$ cat config.mk
export PLATFORM = sky130hd
export DESIGN_NAME = section_to_ts_packetizer
export DESIGN_NICKNAME = d
export VERILOG_FILES = /design/src/rtl/sttp_pkg.sv /design/src/rtl/sttp_engine.sv /design/src/rtl/sttp_out_stage.sv /design/src/rtl/section_to_ts_packetizer.sv
export SDC_FILE = /design/constraint.sdc
export NUM_CORES = 1
export LEC_CHECK = 0
export BUFFER_PORTS_ARGS = -buffer_cell sky130_fd_sc_hd__buf_2
export CORE_ASPECT_RATIO = 0.75
export CORE_MARGIN = 3
export CORE_UTILIZATION = 50
export CTS_CLUSTER_DIAMETER = 40
export DETAILED_ROUTE_END_ITERATION = 8
export GPL_ROUTABILITY_DRIVEN = 1
export PLACE_DENSITY = 0.69
export REMOVE_ABC_BUFFERS = 1
export SYNTH_ARGS = -nofsm -noshare
export SYNTH_HDL_FRONTEND = slang
export SYNTH_SLANG_ARGS = --single-unit
$ cat constraint.sdc
create_clock -name clk -period 11 [get_ports clk]
set_input_delay 3.3 -clock clk [delete_from_list [all_inputs] [get_ports clk]]
set_output_delay 3.3 -clock clk [all_outputs]
set_load 0.005 [all_outputs]
$ cat src/rtl/sttp_pkg.sv
// Shared types and constants of the section-to-transport-packet cutter.
// Used by the engine, the output stage and the top level.
`default_nettype none

package sttp_pkg;

	localparam int PACKET_SIZE = 188;
	localparam int MAX_SECTION = 4096;
	localparam int HEADER_LEN  = 5;
	localparam int CHUNK_MAX   = PACKET_SIZE - HEADER_LEN;

	localparam logic [7:0] SYNC_VALUE    = 8'h47;
	localparam logic [7:0] STUFF_DEFAULT = 8'hff;

	localparam logic MODE_DATA = 1'b0;
	localparam logic MODE_PAD  = 1'b1;

	// Step of the item sequencer: header bytes, then the data byte.
	localparam int STEP_W = 3;
	localparam logic [STEP_W-1:0] STEP_SYNC  = 3'd0;
	localparam logic [STEP_W-1:0] STEP_PID_H = 3'd1;
	localparam logic [STEP_W-1:0] STEP_PID_L = 3'd2;
	localparam logic [STEP_W-1:0] STEP_TABLE = 3'd3;
	localparam logic [STEP_W-1:0] STEP_CHUNK = 3'd4;
	localparam logic [STEP_W-1:0] STEP_DATA  = 3'd5;

	typedef struct packed {
		logic        mode;
		logic [7:0]  data_byte;
		logic        first_of_section;
		logic [12:0] section_length;
		logic [13:0] stream_id;
		logic [7:0]  table_id;
	} item_t;

	typedef struct packed {
		logic [7:0] out_byte;
		logic       packet_end;
		logic       run_last;
		logic       error;
	} result_t;

endpackage

`default_nettype wire

$ cat src/rtl/sttp_engine.sv
// Input register, section state and per-result sequencer of the packet cutter.
// One result per cycle while the output stage is ready; depends on sttp_pkg.
`default_nettype none

module sttp_engine #(
	parameter int PACKET_SIZE = sttp_pkg::PACKET_SIZE,
	parameter int MAX_SECTION = sttp_pkg::MAX_SECTION
) (
	input  wire                 clk,
	input  wire                 arst_n,
	input  wire                 cfg_wr_en,
	input  wire [7:0]           cfg_wr_data,
	input  wire                 in_valid,
	output logic                in_ready,
	input  sttp_pkg::item_t     item,
	output logic                res_valid,
	input  wire                 res_ready,
	output sttp_pkg::result_t   res
);

	localparam int CHUNK_MAX = PACKET_SIZE - sttp_pkg::HEADER_LEN;

	sttp_pkg::item_t           item_s1;
	logic                      valid_s1;
	logic [sttp_pkg::STEP_W-1:0] step_q;

	logic [7:0]  stuff_q;
	logic [12:0] bytes_left_q;
	logic [7:0]  pos_q;
	logic [7:0]  chunk_left_q;
	logic        first_chunk_q;
	logic [13:0] sid_q;
	logic [7:0]  tid_q;
	logic [7:0]  pad_left_q;

	// effective state after an optional section restart
	logic [12:0] e_bl;
	logic [7:0]  e_pos, e_cl, e_pad, e_tid;
	logic [13:0] e_sid;
	logic        e_ff;
	logic [12:0] len_c;

	logic [12:0] n_bl;
	logic [7:0]  n_pos, n_cl, n_pad;
	logic        n_ff;

	logic        init_sec, no_result, hdr_phase, orphan, emit;
	logic        fire, last_step;
	logic [7:0]  pos_in, pos_inc, pos_nx, chunk;
	logic        pkt_end;

	always_comb begin
		init_sec = (step_q == sttp_pkg::STEP_SYNC) && (item_s1.mode == sttp_pkg::MODE_DATA)
			&& item_s1.first_of_section;
		if (item_s1.section_length == 13'd0) begin
			len_c = 13'd1;
		end else if ({1'b0, item_s1.section_length} > 14'(MAX_SECTION)) begin
			len_c = 13'(MAX_SECTION);
		end else begin
			len_c = item_s1.section_length;
		end
		if (init_sec) begin
			e_bl  = len_c;
			e_sid = item_s1.stream_id;
			e_tid = item_s1.table_id;
			e_ff  = 1'b1;
			e_pos = 8'd0;
			e_cl  = 8'd0;
			e_pad = 8'd0;
		end else begin
			e_bl  = bytes_left_q;
			e_sid = sid_q;
			e_tid = tid_q;
			e_ff  = first_chunk_q;
			e_pos = pos_q;
			e_cl  = chunk_left_q;
			e_pad = pad_left_q;
		end

		no_result = (item_s1.mode == sttp_pkg::MODE_PAD) && (pad_left_q == 8'd0);
		orphan    = (item_s1.mode == sttp_pkg::MODE_DATA) && !item_s1.first_of_section
			&& (step_q == sttp_pkg::STEP_SYNC) && (e_bl == 13'd0);
		hdr_phase = (item_s1.mode == sttp_pkg::MODE_DATA) && !orphan
			&& (step_q != sttp_pkg::STEP_DATA)
			&& ((step_q != sttp_pkg::STEP_SYNC) || (e_cl == 8'd0));

		chunk = (e_bl < 13'(CHUNK_MAX)) ? e_bl[7:0] : 8'(CHUNK_MAX);

		// a header restarts the packet count at its sync byte
		pos_in  = (hdr_phase && (step_q == sttp_pkg::STEP_SYNC)) ? 8'd0 : e_pos;
		pos_inc = pos_in + 8'd1;
		pkt_end = (pos_inc >= 8'(PACKET_SIZE));
		pos_nx  = pkt_end ? 8'd0 : pos_inc;

		n_bl  = e_bl;
		n_pos = e_pos;
		n_cl  = e_cl;
		n_pad = e_pad;
		n_ff  = e_ff;

		res.out_byte   = 8'd0;
		res.packet_end = 1'b0;
		res.run_last   = 1'b1;
		res.error      = 1'b0;

		if (item_s1.mode == sttp_pkg::MODE_PAD) begin
			// drop a pad step that has nothing pending, leaving the state alone
			if (!no_result) begin
				res.out_byte   = stuff_q;
				res.packet_end = pkt_end;
				n_pos          = pos_nx;
				n_pad          = e_pad - 8'd1;
			end
		end else if (orphan) begin
			res.error = 1'b1;
		end else if (hdr_phase) begin
			res.packet_end = pkt_end;
			res.run_last   = 1'b0;
			n_pos          = pos_nx;
			case (step_q)
				sttp_pkg::STEP_SYNC:  res.out_byte = sttp_pkg::SYNC_VALUE;
				sttp_pkg::STEP_PID_H: res.out_byte = {1'b0, e_ff, e_sid[13:8]};
				sttp_pkg::STEP_PID_L: res.out_byte = e_sid[7:0];
				sttp_pkg::STEP_TABLE: res.out_byte = e_tid;
				sttp_pkg::STEP_CHUNK: begin
					res.out_byte = chunk;
					n_cl         = chunk;
					n_ff         = 1'b0;
				end
				default: res.out_byte = 8'd0;
			endcase
		end else begin
			res.out_byte   = item_s1.data_byte;
			res.packet_end = pkt_end;
			n_pos          = pos_nx;
			n_bl           = e_bl - 13'd1;
			n_cl           = e_cl - 8'd1;
			if (n_bl == 13'd0) begin
				n_cl = 8'd0;
				if (pos_nx != 8'd0) begin
					n_pad = 8'(PACKET_SIZE) - pos_nx;
				end
			end
		end

		emit      = valid_s1 && !no_result;
		res_valid = emit;
		fire      = valid_s1 && (no_result || res_ready);
		last_step = no_result || res.run_last;
		in_ready  = !valid_s1 || (fire && last_step);
	end

	always_ff @(posedge clk or negedge arst_n) begin
		if (!arst_n) begin
			valid_s1      <= 1'b0;
			step_q        <= sttp_pkg::STEP_SYNC;
			stuff_q       <= sttp_pkg::STUFF_DEFAULT;
			bytes_left_q  <= 13'd0;
			pos_q         <= 8'd0;
			chunk_left_q  <= 8'd0;
			first_chunk_q <= 1'b1;
			sid_q         <= 14'd0;
			tid_q         <= 8'd0;
			pad_left_q    <= 8'd0;
		end else begin
			if (cfg_wr_en) begin
				stuff_q <= cfg_wr_data;
			end
			if (fire) begin
				bytes_left_q  <= n_bl;
				pos_q         <= n_pos;
				chunk_left_q  <= n_cl;
				first_chunk_q <= n_ff;
				sid_q         <= e_sid;
				tid_q         <= e_tid;
				pad_left_q    <= n_pad;
				step_q        <= last_step ? sttp_pkg::STEP_SYNC : step_q + 3'd1;
			end
			if (in_ready) begin
				valid_s1 <= in_valid;
			end
		end
	end

	// hold the transaction until its last result has left
	always_ff @(posedge clk) begin
		if (in_ready && in_valid) begin
			item_s1 <= item;
		end
	end

endmodule

`default_nettype wire

$ cat src/rtl/sttp_out_stage.sv
// Output register of the packet cutter: holds one result until it is taken.
// Depends on sttp_pkg for the result type.
`default_nettype none

module sttp_out_stage (
	input  wire                 clk,
	input  wire                 arst_n,
	input  wire                 res_valid,
	output logic                res_ready,
	input  sttp_pkg::result_t   res,
	output logic                out_valid,
	input  wire                 out_ready,
	output sttp_pkg::result_t   out_res
);

	logic              valid_q;
	sttp_pkg::result_t res_q;

	assign res_ready = !valid_q || out_ready;
	assign out_valid = valid_q;
	assign out_res   = res_q;

	always_ff @(posedge clk or negedge arst_n) begin
		if (!arst_n) begin
			valid_q <= 1'b0;
		end else if (res_ready) begin
			valid_q <= res_valid;
		end
	end

	always_ff @(posedge clk) begin
		if (res_ready && res_valid) begin
			res_q <= res;
		end
	end

endmodule

`default_nettype wire

$ cat src/rtl/section_to_ts_packetizer.sv
// Section-to-transport-packet cutter, top level. Uses sttp_engine, sttp_out_stage.
// An input transaction is registered in the engine, its results in the output stage.
// Throughput: one result per cycle while out_ready is high; a byte opening a packet
// follows five header bytes; an empty pad item gives none, every other item one.
// Reset (arst_n, asynchronous): no section open, stuffing byte 0xff, no pad pending.
`default_nettype none

module section_to_ts_packetizer #(
	parameter int PACKET_SIZE = sttp_pkg::PACKET_SIZE,
	parameter int MAX_SECTION = sttp_pkg::MAX_SECTION
) (
	input  wire         clk,
	input  wire         arst_n,
	input  wire         cfg_wr_en,
	input  wire  [7:0]  cfg_wr_data,
	input  wire         in_valid,
	output logic        in_ready,
	input  wire         mode,
	input  wire  [7:0]  data_byte,
	input  wire         first_of_section,
	input  wire  [12:0] section_length,
	input  wire  [13:0] stream_id,
	input  wire  [7:0]  table_id,
	output logic        out_valid,
	input  wire         out_ready,
	output logic [7:0]  out_byte,
	output logic        packet_end,
	output logic        run_last,
	output logic        error
);

	sttp_pkg::item_t   item;
	sttp_pkg::result_t res;
	sttp_pkg::result_t out_res;
	logic              res_valid;
	logic              res_ready;

	always_comb begin
		item.mode             = mode;
		item.data_byte        = data_byte;
		item.first_of_section = first_of_section;
		item.section_length   = section_length;
		item.stream_id        = stream_id;
		item.table_id         = table_id;
	end

	sttp_engine #(
		.PACKET_SIZE (PACKET_SIZE),
		.MAX_SECTION (MAX_SECTION)
	) u_engine (
		.clk         (clk),
		.arst_n      (arst_n),
		.cfg_wr_en   (cfg_wr_en),
		.cfg_wr_data (cfg_wr_data),
		.in_valid    (in_valid),
		.in_ready    (in_ready),
		.item        (item),
		.res_valid   (res_valid),
		.res_ready   (res_ready),
		.res         (res)
	);

	sttp_out_stage u_out (
		.clk       (clk),
		.arst_n    (arst_n),
		.res_valid (res_valid),
		.res_ready (res_ready),
		.res       (res),
		.out_valid (out_valid),
		.out_ready (out_ready),
		.out_res   (out_res)
	);

	assign out_byte   = out_res.out_byte;
	assign packet_end = out_res.packet_end;
	assign run_last   = out_res.run_last;
	assign error      = out_res.error;

endmodule

`default_nettype wire

======== Word level (Yosys, flattened, before mapping) ========
Cells that the tools add are included.
cells by class
  add/sub/neg operators ................... 6
  multipliers ............................. 0
  divide/modulo/power cells ............... 0
  order comparisons ....................... 3
  equal/unequal tests ..................... 5
  shift-type cells ........................ 0
  mux-type cells .......................... 42
  bitwise operators ....................... 1
  reduce and logical (&&, ||, !) cells .... 33
operators by type and width
  kind                                                         number
  2-to-1 mux 8 bit                                             21
  2-to-1 mux 13 bit                                            6
  one-hot mux 8 bit (5 select lines)                           1
  logical NOT 13 bit                                           3
  2-to-1 mux 9 bit                                             3
  logical NOT 8 bit                                            2
  subtractor 8 x 1 -> 8 bit, second input constant             2
  logical AND 1 bit                                            15
  2-to-1 mux 14 bit                                            1
  > comparator 13 bit, second input constant                   1
  less-than comparator 13 x 8 -> 1 bit, second input constant  1
  subtractor 13 x 1 -> 13 bit, second input constant           1
  2-to-1 mux 10 bit                                            1
  adder 8 x 1 -> 8 bit, second input constant                  1
  greater-or-equal comparator 8 bit, second input constant     1
  nonzero test 8 bit                                           1
  subtractor 8 bit, first input constant                       1
  2-to-1 mux 1 bit                                             7
  == test 3 x 2 -> 1 bit, second input constant                2
  logical NOT 1 bit                                            5
  logical OR 1 bit                                             5
  adder 3 x 1 -> 3 bit, second input constant                  1
  == test 3 x 1 -> 1 bit, second input constant                1
  == test 3 bit, second input constant                         1
  other kinds (6)                                              6
storage, ports and cells
  register bits ........................... 129
  latch bits .............................. 0
  RAM bits ................................ 0
  ROM bits ................................ 0
  input port bits ......................... 58
  output and inout bits ................... 13
  logic and storage cells ................. 111
  memories ................................ 0

======== Longest topological paths before layout ========
Gate-level depths: netlist (run 1).
  word-level depth ........................ 21
  gate-level depth with buffers ........... 31
  mapped depth without buffers ............ 24

======== Modules after synthesis ========
From an unflattened synthesis (run 1), not the netlist that was laid out.
unflattened totals
  cells, all modules ...................... 763
  area total of the unflattened synthesis .. 7592.3 um^2
modules (own cells, without submodules)
  module          times used  cells each  area an instance (um^2)  seq. area each (um^2)
  sttp_engine     1           748         7208.2                   3164.3
  sttp_out_stage  1           15          384.1                    355.3

======== Least setup slack after synthesis (run 1) ========
Ideal clock, no wire load.
  path type ............................... input to output
  start point ............................. input out_ready
  end point ............................... output in_ready
  data arrival time ....................... 3.704 ns
  data required time ...................... 7.700 ns
  slack ................................... 3.996 ns
  cell stages on the path ................. 3
  path buffers ............................ 0
  path through ............................ nand2b_1 a21oi_1 inv_1
on the way
  longest elaborated chain between the ends .. 5
RTL lines
  item               RTL line                        text
  start, declared    section_to_ts_packetizer.sv:25  input wire out_ready,
  logical OR 1 bit   sttp_out_stage.sv:19            assign res_ready = !valid_q || out_ready;
  logical OR 1 bit   sttp_engine.sv:148              fire = valid_s1 && (no_result || res_ready);
  logical AND 1 bit  sttp_engine.sv:148
  logical AND 1 bit  sttp_engine.sv:150              in_ready = !valid_s1 || (fire && last_step);
  logical OR 1 bit   sttp_engine.sv:150
  end, declared      section_to_ts_packetizer.sv:17  output logic in_ready,
Every way passes these cells.

==> flow_summary.yaml, run 1 <==
outcome:
  status: "finished clean"
cells_and_area:
  layout_overhead_on_the_synthesized_area_pct: 14.4
  drive_above_1_share: 0.198
  post_route_cell_area_sq_um: 8510
  fillers: 1185
  fin_nets: 905
  fin_cells: 1042
  antenna_diode_count: 0
synth:
  share_of_the_synthesized_area_in_the_top_cell_type: 0.226
  avgSynthCellArea_sq_um: 9.52
  synthDominantAreaCellType: "sky130_fd_sc_hd__edfxtp_1"
  netlist_area_sq_um: 7440
  ys_warn_count: 0
  synthFlopType: "sky130_fd_sc_hd__dfrtp_1"
  seq_area_frac_synth: 0.473
  yosysUniqueCellTypes: 93
  number_of_flops_mapped_to_enable_cells_by_yosys: 56
  synthTopCellsByArea: "sky130_fd_sc_hd__edfxtp_1 (23%), sky130_fd_sc_hd__dfrtp_1 (22%), sky130_fd_sc_hd__nand2_1 (7.9%)"
  netlist_instances: 782
  synth_async_sr_flop_share: 0.566
  ys_seq_elements: 129
drt:
  routed.top_layer: "met4"
  wirelength_met1_mm: 8.78
  routed_wl_mm: 19.6
  avgViaCountPerCell: 6.05
  initialDrtViolationCount: 670
  drc: 0
  dr_wl_met3_mm: 1.64
  met2WireLength_mm: 8.80
  drt.antenna.violating_nets: 0
  dr_pass1_iterations: 5
  routed_wire_length_per_instance_microns: 18.8
  route.vias.total: 6301
global_route:
  via_count_of_the_first_global_routing_pass: 6115
  global_route.usage.total: 0.247
  global_route_wire_length_before_repair_mm: 32.3
  maximum_number_of_pins_on_one_net_before_global_route_repair: 74
  globalRoute.totalOverflow: 0
  antenna_found_initial: 0
setup_path:
  critPathKind: "register to output pin"
  setup.worst_path.end_class: "output pin"
  rr_worst_depth: 24
  reg2reg_to: "u_engine.pad_left_q[7]"
  required_ns: 7.70
  cp-start-kind: "register"
  timing.rr.start: "u_engine.step_q[0]"
  cp_max_fo: 22
  reg_to_reg_slack_setup_ns: 4.17
  cp_data_arrival_time_ns: 4.39
floorplan:
  rows: 37
  core_area_sq_um: 14100
  dieHeight_microns: 112
  total_die_area_sq_um: 16400
  die_w_microns: 147
  floorplan.initialDensity: 0.527
  ioPinCount: 71
sta:
  maxClockFrequency_ghz: 0.130
  relSlewSlack: 0.283
  setup_violations: 0
  hold_violations: 0
  final.period_utilization: 0.699
  skew_ns: 0.00796
  period_needed_ns: 7.69
  slew_violations: 0
  worst_pin_slew_ns: 1.07
  totalNegativeSetupSlack_ns: 0
  grt_setup_unrepaired: "false"
hold_path:
  whs_path_depth: 2
  min-delay-path-class: "register to register"
  hold_path_startpoint: "u_engine.item_s1[0]"
  hold_path_end: "u_engine.tid_q[0]"
clock_network:
  clock-sinks: 129
  cts_resized: 0
  post_cts_buffers: 0
  clock_latency_of_the_later_clocked_register_in_the_worst_skew_pair_ns: 0.42
  ctsHoldBuffers: 0
  max-clock-path-buffers: 2
  cts_buffers: 17
  clk_transition_reported_paths_ns: 0.06
  clockRootBuffer: "sky130_fd_sc_hd__clkbuf_16"
  cts_tree: "yes"
  clock_tree.htree_level_count: 4
placement:
  placement.io_buffers: 70
  dp.final_hpwl_mm: 13.6
  placed_cells_incl_taps: 1010
  gpl.final_weighted_congestion: 0.925
  post_dp_cell_area_sq_um: 7900
power:
  power.density_nw_per_um2: 263
  worst_ir_drop_vdd_uv: 141
  total_leakage_power_nw: 3.50
run:
  max_cap_violations: 0
-- metrics by stage --
step	power, W	setup slack [ns]	hold slack [ns]	utilization
finish	0.00224	3.31	0.446	0.603
global route	0.00240	2.90	0.480	0.603
CTS	0.00224	3.29	0.444	0.603
detailed placement	0.00164	3.59	0.428	0.559
global placement	0.00161	3.60	0.428	0.559
floorplan	0.00138	3.06	0.415	-
-- state kept, by name, indices dropped and copies added (netlist names) --
name and cells:
u_out.out_res 11, u_engine.tid_q 8, u_engine.sid_q 14, u_engine.bytes_left_q 13
u_engine.first_chunk_q 1, u_engine.valid_s1 1, u_out.out_valid 1, u_engine.stuff_q 8
u_engine.pad_left_q 8, u_engine.pos_q 8, u_engine.step_q 3, u_engine.item_s1 45
u_engine.chunk_left_q 8
-- how the worst max path moves through the flow --
stage / startpoint / end / cells after the start
2_1_floorplan: u_engine.item_s1[44] / in_ready / 11
3_3_place_gp: out_ready / in_ready / 5
3_5_place_dp: out_ready / in_ready / 5
4_1_cts: u_engine.step_q[0] / in_ready / 15
5_1_grt: u_engine.step_q[0] / in_ready / 15
6_report: u_engine.step_q[0] / in_ready / 15
-- logic make-up (layout without fill, tap and decap cells) --
logic type               Yosys count  count (layout)  share of synthesized area
AO/OA/AOI/OAI                    212             212                      0.192
XOR/XNOR                          18              18                     0.0212
adder cells (fa/ha/maj)           13              13                     0.0219
buffers and inverters             60             125                     0.0368
flip-flops                       129             129                      0.473
multiplexers                      29              29                     0.0417
AND/OR/NAND/NOR                  321             321                      0.214
-- cells in the final DEF (no fill, tap or decap), types with 12 or more instances in the layout --
cell type / instances
sky130_fd_sc_hd__o21ai_0: 50
sky130_fd_sc_hd__mux2i_1: 13
sky130_fd_sc_hd__ha_1: 13
sky130_fd_sc_hd__o31ai_1: 12
sky130_fd_sc_hd__nor2_1: 44
sky130_fd_sc_hd__dfrtp_1: 64
sky130_fd_sc_hd__mux2_2: 16
sky130_fd_sc_hd__xnor2_1: 13
sky130_fd_sc_hd__nand2_1: 157
sky130_fd_sc_hd__buf_2: 69
sky130_fd_sc_hd__a21oi_1: 43
sky130_fd_sc_hd__inv_1: 15
sky130_fd_sc_hd__a22oi_1: 12
sky130_fd_sc_hd__nor3_1: 18
sky130_fd_sc_hd__clkbuf_16: 17
sky130_fd_sc_hd__edfxtp_1: 56
sky130_fd_sc_hd__nand3_1: 21
-- critical path, stage by stage, from the launching register on --
cell and delay, ns:
sky130_fd_sc_hd__dfrtp_1 0.42, sky130_fd_sc_hd__inv_1 0.11, sky130_fd_sc_hd__ha_1 0.37, sky130_fd_sc_hd__nor4bb_4 0.30
sky130_fd_sc_hd__buf_4 0.32, sky130_fd_sc_hd__mux2i_1 0.42, sky130_fd_sc_hd__ha_1 0.21, sky130_fd_sc_hd__or3b_2 0.47
sky130_fd_sc_hd__nor4_4 0.22, sky130_fd_sc_hd__nand3_2 0.29, sky130_fd_sc_hd__inv_1 0.21, sky130_fd_sc_hd__nor3_2 0.10
sky130_fd_sc_hd__inv_1 0.18, sky130_fd_sc_hd__a21oi_1 0.15, sky130_fd_sc_hd__inv_1 0.07, sky130_fd_sc_hd__buf_2 0.10
-- Yosys cell counts (3+ instances only) --
master	count
sky130_fd_sc_hd__nand2_1	157
sky130_fd_sc_hd__dfrtp_1	64
sky130_fd_sc_hd__edfxtp_1	56
sky130_fd_sc_hd__o21ai_0	51
sky130_fd_sc_hd__nor2_1	44
sky130_fd_sc_hd__a21oi_1	43
sky130_fd_sc_hd__clkbuf_1	24
sky130_fd_sc_hd__nand3_1	21
sky130_fd_sc_hd__nor3_1	18
sky130_fd_sc_hd__mux2_2	16
sky130_fd_sc_hd__inv_1	15
sky130_fd_sc_hd__ha_1	13
sky130_fd_sc_hd__mux2i_1	13
sky130_fd_sc_hd__xnor2_1	13
sky130_fd_sc_hd__a22oi_1	12
sky130_fd_sc_hd__o31ai_1	12
sky130_fd_sc_hd__and3_1	11
sky130_fd_sc_hd__a31oi_1	10
sky130_fd_sc_hd__a211oi_1	9
sky130_fd_sc_hd__dfstp_2	9
sky130_fd_sc_hd__buf_1	8
sky130_fd_sc_hd__nor2b_1	8
sky130_fd_sc_hd__and2_1	7
sky130_fd_sc_hd__nor4_1	7
sky130_fd_sc_hd__a2111oi_0	6
sky130_fd_sc_hd__buf_2	6
sky130_fd_sc_hd__nand4_1	6
sky130_fd_sc_hd__o211ai_1	6
sky130_fd_sc_hd__o21a_1	6
sky130_fd_sc_hd__o22ai_1	5
sky130_fd_sc_hd__xor2_1	5
sky130_fd_sc_hd__a32oi_1	4
sky130_fd_sc_hd__nand2b_1	4
sky130_fd_sc_hd__o2bb2ai_1	4
sky130_fd_sc_hd__or2_2	4
sky130_fd_sc_hd__a221o_1	3
sky130_fd_sc_hd__buf_6	3
sky130_fd_sc_hd__nand3b_1	3
sky130_fd_sc_hd__o21ai_1	3
sky130_fd_sc_hd__o21ai_2	3
sky130_fd_sc_hd__or3_1	3
sky130_fd_sc_hd__or4_1	3
-- power breakdown --
| group | switching (W) | internal [W] | leakage [nW] | total [W] |
|---|---|---|---|---|
| registers | 0.000133 | 0.000659 | 1.43 | 0.000792 |
| logic | 0.000536 | 0.000322 | 1.76 | 0.000858 |
| clock network | 0.000237 | 0.000355 | 0.303 | 0.000593 |
| total | 0.000907 | 0.00134 | 3.50 | 0.00224 |
-- metal layers --
layer,global-route usage,up-vias
li1,-,2979
met5,0,-
met3,0.0708,32
met1,0.346,3018
met2,0.369,272
met4,0.0871,0
-- area by class of cell --
type | count | area (sq um) | share of cell area
tap | 195 | 244 | 0.0287
clock inverter | 13 | 165 | 0.0194
sequential | 129 | 3520 | 0.413
timing repair buffer | 78 | 413 | 0.0485
inverter | 15 | 56.3 | 0.00661
multi-input combinational | 593 | 3660 | 0.430
clock buffer | 19 | 453 | 0.0532
Note: power is estimated with default switching activity, not from simulation.
==> run 2: changes to the inputs <==
--- a/config.mk
+++ b/config.mk
@@ -5,6 +5,7 @@
 export SDC_FILE = /design/constraint.sdc
 export NUM_CORES = 1
 export LEC_CHECK = 0
+export ABC_AREA = 1
 export BUFFER_PORTS_ARGS = -buffer_cell sky130_fd_sc_hd__buf_2
 export CORE_ASPECT_RATIO = 0.75
 export CORE_MARGIN = 3
==> constraint.sdc (replaced) <==
create_clock -name clk -period 7.6 [get_ports clk]
set_input_delay 2.28 -clock clk [delete_from_list [all_inputs] [get_ports clk]]
set_output_delay 2.28 -clock clk [all_outputs]
set_load 0.005 [all_outputs]
==> run 2 against run 1 <==
Compared with the run above:
- core utilization is 0.81 points lower
- cell count is 17% higher
- synthesized area is 2.4% higher
- clock power is 37% higher
- total power is 41% higher
- largest cell class is now registers
- largest power group unchanged
- clock skew is 0.0081 ns higher
- sequential power is 31% higher
- global-route usage is 0.90 points lower
- critical path type unchanged
- via count is 4.4% higher
- worst setup slack worse by 2.8 ns
- first-iteration DRC count is 23% lower
==> flow_summary.yaml, run 2 <==
drt:
  avgViaCountPerCell: 5.37
  routed_wire_length_per_instance_microns: 15.3
  route.vias.total: 6577
  dr_pass1_iterations: 5
  drt.antenna.violating_nets: 0
  initialDrtViolationCount: 515
  drc: 0
  routed_wl_mm: 18.7
clock_network:
  max-clock-path-buffers: 2
  clock_tree.htree_level_count: 4
  cts_tree: "yes"
  cts_buffers: 17
  clock_latency_of_the_later_clocked_register_in_the_worst_skew_pair_ns: 0.43
  clk_transition_reported_paths_ns: 0.07
  clockRootBuffer: "sky130_fd_sc_hd__clkbuf_16"
  ctsHoldBuffers: 0
  clock-sinks: 129
hold_path:
  min-delay-path-class: "register to register"
  whs_path_depth: 2
outcome:
  status: "finished clean"
global_route:
  global_route_wire_length_before_repair_mm: 31.8
  global_route.usage.total: 0.238
  antenna_found_initial: 0
  globalRoute.totalOverflow: 0
  maximum_number_of_pins_on_one_net_before_global_route_repair: 74
  via_count_of_the_first_global_routing_pass: 6219
cells_and_area:
  fin_cells: 1224
  fin_nets: 1082
  sequential_cell_area_sq_um: 3520
  fillers: 1336
  max_flop_register: "u_engine.item_s1"
  mostFrequentLayoutCells: "sky130_fd_sc_hd__nand2_1 (217), sky130_fd_sc_hd__inv_1 (118), sky130_fd_sc_hd__o21ai_0 (114), sky130_fd_sc_hd__nor2_1 (81), sky130_fd_sc_hd__buf_2 (69)"
  multiInputGateArea_sq_um: 3470
  largest_registers: "u_engine.item_s1 x45, u_engine.sid_q x14, u_engine.bytes_left_q x13"
  drive_above_1_share: 0.177
  flip_flop_count_of_the_largest_register_after_layout: 45
  layout_overhead_on_the_synthesized_area_pct: 14.7
  antenna_diode_count: 0
  mostFrequentLayoutCell: "sky130_fd_sc_hd__nand2_1"
setup_path:
  setup.worst_path.end_class: "output pin"
  reg2reg_to: "u_engine.pad_left_q[6]"
  timing.rr.start: "u_engine.step_q[0]"
  crit_start: "u_engine.step_q[0]"
  reg_to_reg_slack_setup_ns: 2.17
  rr_worst_depth: 37
  critPathKind: "register to output pin"
  cp_data_arrival_time_ns: 4.80
  cp-start-kind: "register"
  setup.worst_path.end: "in_ready"
  cp_max_fo: 41
  required_ns: 5.32
floorplan:
  die_w_microns: 149
  ioPinCount: 71
  floorplan.initialDensity: 0.518
  rows: 38
  core_area_sq_um: 14700
  dieHeight_microns: 113
  total_die_area_sq_um: 16800
synth:
  yosysMostFrequentCell: "sky130_fd_sc_hd__nand2_1"
  netlist_instances: 948
  synth.top_cells.by_count: "sky130_fd_sc_hd__nand2_1 (217), sky130_fd_sc_hd__inv_1 (119), sky130_fd_sc_hd__o21ai_0 (114), sky130_fd_sc_hd__nor2_1 (82), sky130_fd_sc_hd__dfrtp_1 (64)"
  number_of_flops_mapped_to_enable_cells_by_yosys: 56
  synth_async_sr_flop_share: 0.566
  avgSynthCellArea_sq_um: 8.04
  synthFlopType: "sky130_fd_sc_hd__dfrtp_1"
  synthDominantAreaCellType: "sky130_fd_sc_hd__edfxtp_1"
  ys_warn_count: 0
  netlist_area_sq_um: 7620
  synthTopCellsByArea: "sky130_fd_sc_hd__edfxtp_1 (22%), sky130_fd_sc_hd__dfrtp_1 (21%), sky130_fd_sc_hd__nand2_1 (11%)"
  share_of_the_synthesized_area_in_the_top_cell_type: 0.221
  ys_seq_elements: 129
  yosysUniqueCellTypes: 57
  seq_area_frac_synth: 0.462
placement:
  placement.io_buffers: 70
  placed_cells_incl_taps: 1189
  gpl.final_weighted_congestion: 0.941
  dp.final_hpwl_mm: 13.0
power:
  clkPwrFrac: 0.255
  power.net_switching_w: 0.00132
  seq_power_share: 0.329
  share_comb_of_total_power: 0.416
  total_leakage_power_nw: 3.98
  worst_ir_drop_vdd_uv: 232
  power.switching_fraction: 0.417
  power.density_nw_per_um2: 363
  internal_power_w: 0.00185
sta:
  skew_ns: 0.0161
  worst_pin_slew_ns: 1.02
  hold_violations: 0
  grt_setup_unrepaired: "false"
  final.period_utilization: 0.931
  period_needed_ns: 7.08
  slew_violations: 0
  maxClockFrequency_ghz: 0.141
  relSlewSlack: 0.320
  setup_violations: 0
  totalNegativeSetupSlack_ns: 0
run:
  max_cap_violations: 0
==> run 2: changes by cell type in the layout (fill, tap and decap cells not counted), sizes merged, moves of 9 or more <==
cell / delta
nor2: +52
nand3: +13
o21ai: +64
a22oi: -10
xor2: +10
xnor2: -11
inv: +112
nand2: +82
o211ai: +12
mux2: -16
nor3: -9
and3: -11
==> run 2: power groups by stage <==
stage | registers [W] | clock network, W | logic, W
finish | 0.00104 | 0.000810 | 0.00132
global placement | 0.00105 | 0 | 0.00128
detailed placement | 0.00105 | 0 | 0.00129
floorplan | 0.00103 | 0 | 0.000977
global route | 0.00106 | 0.000864 | 0.00151
CTS | 0.00104 | 0.000827 | 0.00130
==> run 2: worst max-delay path, cell delays in order (launching register included) <==
cell and delay [ns]:
sky130_fd_sc_hd__dfrtp_1 0.41, sky130_fd_sc_hd__inv_1 0.13, sky130_fd_sc_hd__ha_1 0.22, sky130_fd_sc_hd__nand2_4 0.10
sky130_fd_sc_hd__nor2_4 0.16, sky130_fd_sc_hd__nand2_8 0.22, sky130_fd_sc_hd__nor2_4 0.20, sky130_fd_sc_hd__inv_2 0.04
sky130_fd_sc_hd__nand2_1 0.15, sky130_fd_sc_hd__inv_1 0.07, sky130_fd_sc_hd__o21ai_2 0.29, sky130_fd_sc_hd__inv_1 0.13
sky130_fd_sc_hd__ha_1 0.21, sky130_fd_sc_hd__nand4_1 0.14, sky130_fd_sc_hd__nor2_2 0.08, sky130_fd_sc_hd__nand2_4 0.11
sky130_fd_sc_hd__inv_1 0.13, sky130_fd_sc_hd__nor2_2 0.33, sky130_fd_sc_hd__clkinvlp_4 0.23, sky130_fd_sc_hd__nor2_2 0.13
sky130_fd_sc_hd__clkinv_1 0.27, sky130_fd_sc_hd__a21oi_1 0.36, sky130_fd_sc_hd__inv_1 0.09, sky130_fd_sc_hd__buf_2 0.14
==> run 2: timing repair <==
action,4_1_cts,5_1_grt
endpoints found under the setup margin,0,1
resized for setup,0,2
buffers inserted,0,3
==> run 2: kinds of logic (layout without fill, tap and decap cells) <==
logic type                 after synthesis  after routing  share of synthesized area
DFF                                    129            129                      0.462
and+or+nand+nor                        400            400                      0.237
xor gates and xnor gates                17             17                     0.0195
adders and majority gates               13             13                     0.0214
buffers and inverters                  164            240                     0.0866
AOI/OAI and AO/OA                      220            220                      0.167
muxes                                    5              5                    0.00657
==> run 2: metrics by stage <==
stage | setup WS, ns | hold WS, ns | area [sq um] | total power [W] | utilization
floorplan | 0.164 | 0.449 | 7440 | 0.00201 | -
global placement | 1.02 | 0.462 | 8110 | 0.00232 | 0.552
global route | 0.116 | 0.499 | 8740 | 0.00344 | 0.595
detailed placement | 0.798 | 0.466 | 8110 | 0.00234 | 0.552
finish | 0.522 | 0.480 | 8740 | 0.00317 | 0.595
CTS | 0.333 | 0.482 | 8700 | 0.00317 | 0.592
==> run 2: worst min-delay path by stage <==
stage / from / endpoint / slack, ns
2_1_floorplan: u_engine.pad_left_q[2] / u_engine.pad_left_q[2] / 0.45
3_3_place_gp: u_engine.pos_q[0] / u_engine.pos_q[0] / 0.46
3_5_place_dp: u_engine.pos_q[0] / u_engine.pos_q[0] / 0.47
4_1_cts: u_engine.pos_q[0] / u_engine.pos_q[0] / 0.48
5_1_grt: u_engine.stuff_q[7] / u_engine.stuff_q[7] / 0.50
6_report: u_engine.pos_q[0] / u_engine.pos_q[0] / 0.48
==> run 2: area by class of cell <==
class | instances | area share
Sequential cell | 129 | 0.403
Multi-Input combinational cell | 655 | 0.397
Inverter | 129 | 0.0558
Clock buffer | 17 | 0.0487
Timing Repair Buffer | 79 | 0.0481
Tap cell | 200 | 0.0286
Clock inverter | 15 | 0.0195
==> run 2: metal layers <==
| metal | share of wire | vias up | GRT usage |
|---|---|---|---|
| li1 | - | 3276 | - |
| met2 | 0.44 | 265 | 0.359 |
| met1 | 0.47 | 3010 | 0.346 |
| met3 | 0.074 | 26 | 0.0540 |
| met4 | 0.014 | 0 | 0.0695 |
| met5 | 0 | - | 0 |
==> run 3: changes to the inputs <==
--- a/config.mk
+++ b/config.mk
@@ -9,11 +9,10 @@
 export BUFFER_PORTS_ARGS = -buffer_cell sky130_fd_sc_hd__buf_2
 export CORE_ASPECT_RATIO = 0.75
 export CORE_MARGIN = 3
-export CORE_UTILIZATION = 50
+export CORE_UTILIZATION = 45
 export CTS_CLUSTER_DIAMETER = 40
 export DETAILED_ROUTE_END_ITERATION = 8
 export GPL_ROUTABILITY_DRIVEN = 1
-export PLACE_DENSITY = 0.69
 export REMOVE_ABC_BUFFERS = 1
 export SYNTH_ARGS = -nofsm -noshare
 export SYNTH_HDL_FRONTEND = slang
==> run 3 against run 2 <==
Compared with the run above:
- total power rose by 0.58%
- sequential cell count did not move
- critical endpoint unchanged
- clock-buffer cell count did not move
- cell area rose by 0.13%
- combinational power barely moved
- via count fell by 1.9%
- non-clock buffer count did not move
- register-to-register slack got worse by 0.10 ns
- critical path type unchanged
==> flow_summary.yaml, run 3 (synthesis gave the netlist of run 2 again) <==
cells_and_area:
  largest_registers: "u_engine.item_s1 x45, u_engine.sid_q x14, u_engine.bytes_left_q x13"
  antenna_diode_count: 0
  mostFrequentLayoutCells: "sky130_fd_sc_hd__nand2_1 (217), sky130_fd_sc_hd__inv_1 (118), sky130_fd_sc_hd__o21ai_0 (114), sky130_fd_sc_hd__nor2_1 (81), sky130_fd_sc_hd__buf_2 (69)"
  drive_above_1_share: 0.177
  max_flop_register: "u_engine.item_s1"
  layout_overhead_on_the_synthesized_area_pct: 14.9
  fin_cells: 1234
  mostFrequentLayoutCell: "sky130_fd_sc_hd__nand2_1"
  flip_flop_count_of_the_largest_register_after_layout: 45
  fin_nets: 1082
global_route:
  maximum_number_of_pins_on_one_net_before_global_route_repair: 74
  global_route.usage.total: 0.213
  antenna_found_initial: 0
  global_route_wire_length_before_repair_mm: 31.5
  via_count_of_the_first_global_routing_pass: 6132
  globalRoute.totalOverflow: 0
power:
  total_leakage_power_nw: 4.00
  worst_ir_drop_vdd_uv: 166
  power.switching_fraction: 0.412
  internal_power_w: 0.00188
  seq_power_share: 0.326
  power.density_nw_per_um2: 365
  share_comb_of_total_power: 0.412
  power.total_w: 0.00319
  power.net_switching_w: 0.00131
  clkPwrFrac: 0.262
sta:
  slew_violations: 0
  hold_violations: 0
  relSlewSlack: 0.344
  skew_ns: 0.0191
  grt_setup_unrepaired: "false"
  totalNegativeSetupSlack_ns: 0
  maxClockFrequency_ghz: 0.140
  period_needed_ns: 7.13
  setup_violations: 0
  final.period_utilization: 0.938
  worst_pin_slew_ns: 0.980
setup_path:
  cp-start-kind: "register"
  rr_worst_depth: 37
  cp_max_fo: 41
  setup.worst_path.end_class: "output pin"
  timing.rr.start: "u_engine.step_q[0]"
  required_ns: 5.32
  cp_data_arrival_time_ns: 4.85
  reg_to_reg_slack_setup_ns: 2.07
  critPathKind: "register to output pin"
  reg2reg_to: "u_engine.pad_left_q[2]"
placement:
  dp.final_hpwl_mm: 13.3
  placed_cells_incl_taps: 1199
  placement.io_buffers: 70
  gpl.final_weighted_congestion: 0.895
drt:
  routed_wire_length_per_instance_microns: 15.4
  initialDrtViolationCount: 487
  dr_pass1_iterations: 5
  drt.antenna.violating_nets: 0
  routed_wl_mm: 19.0
  avgViaCountPerCell: 5.23
  route.vias.total: 6454
  drc: 0
run:
  max_cap_violations: 0
floorplan:
  rows: 40
  ioPinCount: 71
  dieHeight_microns: 119
  total_die_area_sq_um: 18500
  floorplan.initialDensity: 0.467
  die_w_microns: 156
  core_area_sq_um: 16300
clock_network:
  clock-sinks: 129
  clockRootBuffer: "sky130_fd_sc_hd__clkbuf_16"
  clock_latency_of_the_later_clocked_register_in_the_worst_skew_pair_ns: 0.43
  clock_tree.htree_level_count: 4
  cts_tree: "yes"
  cts_buffers: 17
  clk_transition_reported_paths_ns: 0.07
  max-clock-path-buffers: 2
hold_path:
  hold_path_end: "u_engine.pad_left_q[2]"
  hold_path_startpoint: "u_engine.pad_left_q[2]"
  min-delay-path-class: "register to register"
  whs_path_depth: 2
outcome:
  status: "finished clean"
==> run 3: changes by cell type in the layout (fill, tap and decap cells not counted), moves of 2 or more <==
| cell | before | now |
|---|---|---|
| sky130_fd_sc_hd__clkinv_4 | 0 | 3 |
| sky130_fd_sc_hd__clkinvlp_4 | 5 | 2 |
| sky130_fd_sc_hd__clkinv_2 | 0 | 2 |
| sky130_fd_sc_hd__clkinv_8 | 2 | 0 |
==> run 3: how the worst max path moves through the flow <==
| stage | from | end | slack (ns) | cells after the start |
|---|---|---|---|---|
| after floorplan | out_ready | u_engine.item_s1[0] | 0.16 | 4 |
| after global placement | u_engine.step_q[0] | in_ready | 0.98 | 23 |
| after detailed placement | u_engine.step_q[0] | in_ready | 0.77 | 23 |
| after CTS | u_engine.step_q[0] | in_ready | 0.28 | 23 |
| after global routing | u_engine.step_q[0] | in_ready | 0.05 | 23 |
| final | u_engine.step_q[0] | in_ready | 0.47 | 23 |
==> run 3: critical path, cell delays in order (launching register included) <==
cell	delay, ns
sky130_fd_sc_hd__dfrtp_1	0.41
sky130_fd_sc_hd__inv_1	0.13
sky130_fd_sc_hd__ha_1	0.23
sky130_fd_sc_hd__nand2_4	0.10
sky130_fd_sc_hd__nor2_4	0.12
sky130_fd_sc_hd__nand2_4	0.31
sky130_fd_sc_hd__nor2_4	0.26
sky130_fd_sc_hd__inv_2	0.04
sky130_fd_sc_hd__nand2_1	0.16
sky130_fd_sc_hd__inv_1	0.08
sky130_fd_sc_hd__o21ai_2	0.29
sky130_fd_sc_hd__inv_1	0.13
sky130_fd_sc_hd__ha_1	0.22
sky130_fd_sc_hd__nand4_1	0.12
sky130_fd_sc_hd__nor2_2	0.07
sky130_fd_sc_hd__nand2_4	0.12
sky130_fd_sc_hd__inv_1	0.15
sky130_fd_sc_hd__nor2_4	0.24
sky130_fd_sc_hd__clkinvlp_4	0.21
sky130_fd_sc_hd__nor2_2	0.13
sky130_fd_sc_hd__clkinv_1	0.28
sky130_fd_sc_hd__a21oi_1	0.37
sky130_fd_sc_hd__inv_1	0.09
sky130_fd_sc_hd__buf_2	0.14
==> run 3: power by group through the flow <==
stage | logic, W | clock network [W] | registers, W
floorplan | 0.000977 | 0 | 0.00103
global route | 0.00150 | 0.000881 | 0.00106
finish | 0.00131 | 0.000836 | 0.00104
global placement | 0.00130 | 0 | 0.00105
CTS | 0.00131 | 0.000852 | 0.00104
detailed placement | 0.00130 | 0 | 0.00105
==> run 3: per-stage QoR <==
step           hold WS [ns]  worst slack (ns)  utilization  instance area (sq um)
2_1_floorplan         0.449             0.164            -                   7440
3_3_place_gp          0.466             0.979        0.498                   8120
3_5_place_dp          0.467             0.765        0.498                   8120
4_1_cts               0.485             0.279        0.534                   8720
5_1_grt               0.508            0.0511        0.536                   8750
6_report              0.486             0.469        0.536                   8750
==> run 3: layout make-up <==
class                           instances  area [sq um]
Clock inverter                         15           173
Inverter                              129           488
Timing Repair Buffer                   79           420
Sequential cell                       129          3520
Fill cell                            1584          7560
Tap cell                              210           263
Clock buffer                           17           425
Multi-Input combinational cell        655          3460
==> run 3: repair_timing <==
| action | CTS | global route |
|---|---|---|
| endpoints found under the setup margin | 0 | 1 |
| hold endpoints to repair | 0 | 0 |
| buffers inserted | 0 | 3 |
| hold buffers | 0 | 0 |
| resized for setup | 0 | 2 |
==> run 3: routing by layer <==
layer | track usage | share of wire
met1 | 0.319 | 0.50
met2 | 0.309 | 0.43
met3 | 0.0454 | 0.056
met4 | 0.0612 | 0.015
met5 | 0 | 0
